[config.mk]
export PLATFORM = sky130hd
export DESIGN_NAME = gast_ctrl
export DESIGN_NICKNAME = d
export VERILOG_FILES = /design/src/hw/rtl/gast_pkg.sv /design/src/hw/rtl/gast_ctrl.sv
export SDC_FILE = /design/constraint.sdc
export NUM_CORES = 1
export LEC_CHECK = 0
export ABC_AREA = 1
export BUFFER_PORTS_ARGS = -buffer_cell sky130_fd_sc_hd__clkbuf_2
export CORE_MARGIN = 3
export CORE_UTILIZATION = 46
export DETAILED_ROUTE_END_ITERATION = 8
export PLACE_DENSITY = 0.82
export RECOVER_POWER = 25
export SETUP_SLACK_MARGIN = 0.4
export SLEW_MARGIN = 20
export SYNTH_ARGS = -nofsm -noshare
export SYNTH_HDL_FRONTEND = slang
export SYNTH_SLANG_ARGS = --single-unit
[constraint.sdc]
create_clock -name clk -period 1.3 [get_ports clk]
set_input_delay 0.13 -clock clk [delete_from_list [all_inputs] [get_ports clk]]
set_output_delay 0.13 -clock clk [all_outputs]
set_load 0.01 [all_outputs]
[src/hw/rtl/gast_pkg.sv]
// ----------------------------------------------------------------------------
// gast_pkg
// Shared constants, command codes and status type for the grid A* next-step
// finder.
// ----------------------------------------------------------------------------
package gast_pkg;

  localparam int MAP_DIM          = 64;
  localparam int NEIGHBOURS       = 8;
  localparam int RADIUS_DEF       = 12;
  localparam int WINDOW_CELLS_DEF = 625;
  localparam int CFG_W            = 7;

  localparam logic REG_MAP_WIDTH  = 1'b0;
  localparam logic REG_MAP_HEIGHT = 1'b1;

  localparam int OP_W = 5;
  localparam logic [OP_W-1:0] OP_NONE     = 5'd0;
  localparam logic [OP_W-1:0] OP_CAPTURE  = 5'd1;
  localparam logic [OP_W-1:0] OP_MAP_RD   = 5'd2;
  localparam logic [OP_W-1:0] OP_MAP_WR   = 5'd3;
  localparam logic [OP_W-1:0] OP_CLR      = 5'd4;
  localparam logic [OP_W-1:0] OP_INIT     = 5'd5;
  localparam logic [OP_W-1:0] OP_POP      = 5'd6;
  localparam logic [OP_W-1:0] OP_POP_W    = 5'd7;
  localparam logic [OP_W-1:0] OP_NODE_W   = 5'd8;
  localparam logic [OP_W-1:0] OP_NB_RD    = 5'd9;
  localparam logic [OP_W-1:0] OP_NB_CHK   = 5'd10;
  localparam logic [OP_W-1:0] OP_CHAIN_RD = 5'd11;
  localparam logic [OP_W-1:0] OP_CHAIN_CK = 5'd12;
  localparam logic [OP_W-1:0] OP_ADD      = 5'd13;
  localparam logic [OP_W-1:0] OP_INS      = 5'd14;
  localparam logic [OP_W-1:0] OP_INS_HEAD = 5'd15;
  localparam logic [OP_W-1:0] OP_NB_NEXT  = 5'd16;
  localparam logic [OP_W-1:0] OP_TRACE    = 5'd17;
  localparam logic [OP_W-1:0] OP_TRACE_W  = 5'd18;
  localparam logic [OP_W-1:0] OP_FAIL     = 5'd19;
  localparam logic [OP_W-1:0] OP_LOAD     = 5'd20;

  typedef struct packed {
    logic [OP_W-1:0] op;
  } gast_cmd_t;

  typedef struct packed {
    logic is_find;
    logic clr_last;
    logic pop_stop;
    logic at_goal;
    logic nb_pass;
    logic chain_hit;
    logic chain_root;
    logic ins_direct;
    logic ins_shift;
    logic ins_first;
    logic k_last;
    logic cur_has_par;
    logic trace_root;
    logic out_free;
  } gast_stat_t;

  // neighbour order: N, W, E, S, NE, NW, SW, SE
  function automatic logic signed [1:0] dir_dx(input logic [2:0] k);
    logic signed [1:0] r;
    case (k)
      3'd0: r = 2'sd0;
      3'd1: r = -2'sd1;
      3'd2: r = 2'sd1;
      3'd3: r = 2'sd0;
      3'd4: r = 2'sd1;
      3'd5: r = -2'sd1;
      3'd6: r = -2'sd1;
      default: r = 2'sd1;
    endcase
    return r;
  endfunction

  function automatic logic signed [1:0] dir_dy(input logic [2:0] k);
    logic signed [1:0] r;
    case (k)
      3'd0: r = -2'sd1;
      3'd1: r = 2'sd0;
      3'd2: r = 2'sd0;
      3'd3: r = 2'sd1;
      3'd4: r = -2'sd1;
      3'd5: r = -2'sd1;
      3'd6: r = 2'sd1;
      default: r = 2'sd1;
    endcase
    return r;
  endfunction

endpackage

[src/hw/rtl/gast_ctrl.sv]
// ----------------------------------------------------------------------------
// gast_ctrl
// Sequencer for map writes and the A* search; issues one command per cycle.
// ----------------------------------------------------------------------------
module gast_ctrl import gast_pkg::*; (
  input  logic       clk,
  input  logic       rst,
  input  logic       in_valid,
  output logic       in_stall,
  output gast_cmd_t  cmd,
  input  gast_stat_t stat
);

  localparam logic [4:0] S_IDLE     = 5'd0;
  localparam logic [4:0] S_DISPATCH = 5'd1;
  localparam logic [4:0] S_MAP_RD   = 5'd2;
  localparam logic [4:0] S_MAP_WR   = 5'd3;
  localparam logic [4:0] S_CLR      = 5'd4;
  localparam logic [4:0] S_INIT     = 5'd5;
  localparam logic [4:0] S_POP      = 5'd6;
  localparam logic [4:0] S_POP_W    = 5'd7;
  localparam logic [4:0] S_NODE_W   = 5'd8;
  localparam logic [4:0] S_NODE_CHK = 5'd9;
  localparam logic [4:0] S_NB_RD    = 5'd10;
  localparam logic [4:0] S_NB_CHK   = 5'd11;
  localparam logic [4:0] S_CHAIN_RD = 5'd12;
  localparam logic [4:0] S_CHAIN_CK = 5'd13;
  localparam logic [4:0] S_ADD      = 5'd14;
  localparam logic [4:0] S_INS      = 5'd15;
  localparam logic [4:0] S_INS_HEAD = 5'd16;
  localparam logic [4:0] S_NB_NEXT  = 5'd17;
  localparam logic [4:0] S_TRACE    = 5'd18;
  localparam logic [4:0] S_TRACE_W  = 5'd19;
  localparam logic [4:0] S_FAIL     = 5'd20;
  localparam logic [4:0] S_DONE     = 5'd21;

  logic [4:0] state, state_next;

  assign in_stall = (state != S_IDLE);

  always_ff @(posedge clk) begin
    if (rst) state <= S_IDLE;
    else     state <= state_next;
  end

  always_comb begin
    state_next = state;
    cmd.op     = OP_NONE;
    case (state)
      S_IDLE: begin
        if (in_valid) begin
          cmd.op     = OP_CAPTURE;
          state_next = S_DISPATCH;
        end
      end
      S_DISPATCH: state_next = stat.is_find ? S_CLR : S_MAP_RD;
      S_MAP_RD: begin
        cmd.op     = OP_MAP_RD;
        state_next = S_MAP_WR;
      end
      S_MAP_WR: begin
        cmd.op     = OP_MAP_WR;
        state_next = S_IDLE;
      end
      S_CLR: begin
        cmd.op = OP_CLR;
        if (stat.clr_last) state_next = S_INIT;
      end
      S_INIT: begin
        cmd.op     = OP_INIT;
        state_next = S_POP;
      end
      S_POP: begin
        cmd.op     = OP_POP;
        state_next = stat.pop_stop ? S_FAIL : S_POP_W;
      end
      S_POP_W: begin
        cmd.op     = OP_POP_W;
        state_next = S_NODE_W;
      end
      S_NODE_W: begin
        cmd.op     = OP_NODE_W;
        state_next = S_NODE_CHK;
      end
      S_NODE_CHK: state_next = stat.at_goal ? S_TRACE : S_NB_RD;
      S_NB_RD: begin
        cmd.op     = OP_NB_RD;
        state_next = S_NB_CHK;
      end
      S_NB_CHK: begin
        cmd.op     = OP_NB_CHK;
        state_next = stat.nb_pass ? S_CHAIN_RD : S_NB_NEXT;
      end
      S_CHAIN_RD: begin
        cmd.op     = OP_CHAIN_RD;
        state_next = S_CHAIN_CK;
      end
      S_CHAIN_CK: begin
        cmd.op = OP_CHAIN_CK;
        if (stat.chain_hit)       state_next = S_NB_NEXT;
        else if (stat.chain_root) state_next = S_ADD;
        else                      state_next = S_CHAIN_RD;
      end
      S_ADD: begin
        cmd.op     = OP_ADD;
        state_next = stat.ins_direct ? S_NB_NEXT : S_INS;
      end
      S_INS: begin
        cmd.op = OP_INS;
        if (!stat.ins_shift)     state_next = S_NB_NEXT;
        else if (stat.ins_first) state_next = S_INS_HEAD;
      end
      S_INS_HEAD: begin
        cmd.op     = OP_INS_HEAD;
        state_next = S_NB_NEXT;
      end
      S_NB_NEXT: begin
        cmd.op     = OP_NB_NEXT;
        state_next = stat.k_last ? S_POP : S_NB_RD;
      end
      S_TRACE: begin
        cmd.op     = OP_TRACE;
        state_next = stat.cur_has_par ? S_TRACE_W : S_FAIL;
      end
      S_TRACE_W: begin
        cmd.op = OP_TRACE_W;
        if (stat.trace_root) state_next = S_DONE;
      end
      S_FAIL: begin
        cmd.op     = OP_FAIL;
        state_next = S_DONE;
      end
      S_DONE: begin
        cmd.op = OP_LOAD;
        if (stat.out_free) state_next = S_IDLE;
      end
      default: state_next = S_IDLE;
    endcase
  end

endmodule

==> reports/results.tsv <==
metric	value	unit
status	finished, violations left	
violations	DRC, setup timing	
antennaDiodeCount	0	
area_delta_synth_final	83.8	%
synth_area_leaders	nand2_1, nand3_1, dfxtp_1	
drv_cap	0	
critical_path_class	register to primary output	
hold_viol	0	
drtIter0Drc	152	
synthArstFlopShare	0	%
cts_buffers	3	
clock_path_buffers	2	
synthDistinctLibCells	23	
critPathTopFamily	buffers and inverters	
cts_hold_buf	0	
die_area	2320	um2
fin_crit	1.69	ns
clock-sinks	5	
grt_max_degree	12	
dr.pass1.iters	9	
setup-tns-final	-3.47	ns
coreArea	1590	um2
clkTransAtPathRegs	0.06	ns
synth_edf_count	0	
worstPathRequired	1.17	ns
num_vias	1569	
rows	14	
setup_viol	11	
max-vdd-ir-drop	1.19	mV
die_h	48.1	um
switching_share	54.3	%
track_usage	46.9	%
synth_area	817	um2
intPower	0.989	mW
pin_count	23	
max_freq	591	MHz
finish.net_count	225	
power_density	1440	nW/um2
combPwrFrac	75.9	%
insertion_delay	0.27	ns
grt_pass1_vias	1393	
path_buf_inv	3	
dp.cells	220	
leakagePower	0.770	nW
rrSetupSlack	-0.35	ns
largest-register	state	
cp_slowest_cell	dfxtp_2	
grt_pass1_wl	7270	um
fin_ws	-0.392	ns
synth_top_area_share	12.9	%
overflow	0	
period_share	130	%
finClkSkew	0.00276	ns
worst-path-max-fanout	11	
yosysMostFrequentCell	nand2_1	
cts_tree	done	
vias_per_cell	6.79	
crit_path_end_kind	primary output	
syn_area_per_cell	5.31	um2
largest_register_ffs	5	
synth_ff_type	dfxtp_1	
cp_data_arrival_time	1.56	ns
port_buffers	22	
drc	74	
reg.largest.list	state x5	
dp_hpwl	2480	um
hp-class	input port to register	
synthesis.nets	171	
drv_slew	0	
start_util	51.3	%
fin_cells	231	
grt_setup_unrepaired	true	
worst_slew_pin_slew	0.272	ns
yosysWarnings	0	
ant_nets	0	
yosysSeqAreaShare	12.3	%
root_buffer	clkbuf_4	
synth_cells	154	
gp_congestion	1.00	
yosys_register_bits	5	
routedWlPerCell	23.2	um
ctsHtreeMaxLevel	1	
maxSlewHeadroom	81.9	%
antenna_found_initial	0	
p_switching	1.18	mW
drive_gt1_share	58.0	%
crit_chain	inv_2, buf_6, nand2_1, a21oi_2, nor2_2, o2111ai_2, buf_2	
cpPeakStageDelay	0.40	ns
chipWidth	48.1	um
cp-start-kind	register	
drt-total-wl	5370	um
seqPwrFrac	13.9	%
yosys-top-cells-count	nand2_1, nor2_1, inv_1, nand3_1	
pwr-share-clk	10.1	%
synth.largest_area_cell	nand2_1	
-- kinds of logic (layout without fill, tap and decap cells) --
logic type	count (synthesis)	in the layout	share of synthesized area (%)
AOI/OAI and AO/OA	18	18	12.9
buffers and inverters	30	83	15.0
and+or+nand+nor	101	101	59.9
DFF	5	5	12.3
-- final timing paths --
kind             from  depth (start not counted)       end
max          state[4]                          7    cmd[0]
min               rst                          2  state[2]
max reg2reg  state[2]                          8  state[4]
min reg2reg  state[0]                          2  state[0]
-- metrics by stage --
step	instance area [um2]	utilization (%)	hold WS [ns]	power [mW]	worst slack, ns
after floorplan	875	-	0.192	0.938	0.0699
after global placement	1180	74.3	0.367	1.46	-0.131
after detailed placement	1180	74.3	0.367	1.48	-0.165
after CTS	1390	87.0	0.0919	1.84	-0.283
after global routing	1500	94.2	0.127	2.23	-0.537
final	1500	94.2	0.0982	2.17	-0.392
-- power groups by stage --
stage | clock [mW] | sequential, mW | combinational, mW
4_1_cts | 0.218 | 0.288 | 1.34
5_1_grt | 0.222 | 0.305 | 1.71
3_3_place_gp | 0 | 0.269 | 1.19
2_1_floorplan | 0 | 0.252 | 0.686
3_5_place_dp | 0 | 0.271 | 1.20
6_report | 0.219 | 0.302 | 1.64
-- final cells by class --
type,count,area [um2]
well taps,24,30.0
repair buffers,53,400
inverters,26,103
flip-flops and latches,5,114
multi-input cells,119,828
fillers,54,92.6
clock buffers,4,26.3
-- per-layer routing --
| layer | up-vias | GRT usage [%] | routed length, um |
|---|---|---|---|
| met5 | - | 0 | 0 |
| met4 | 0 | 29.6 | 643 |
| met3 | 87 | 21.8 | 867 |
| met2 | 194 | 72.9 | 2080 |
| met1 | 679 | 51.2 | 1780 |
| li1 | 609 | - | - |
-- timing repair --
item,4_1_cts,5_1_grt
resized for setup,39,32
pin swaps,13,9
endpoints found under the setup margin,11,11
buffers inserted,7,0
-- layout by cell type (no fill, tap or decap), types with 4 or more instances in the layout --
cell type / n
nor2_1: 18
buf_4: 22
buf_2: 4
nand3_2: 4
nand3_4: 4
inv_1: 15
nor2_2: 6
inv_2: 9
nand3_1: 15
nor2_4: 12
nand2_1: 21
buf_6: 8
a21oi_1: 4
nand2_2: 7
clkbuf_2: 17
(Power assumes the default switching activity.)
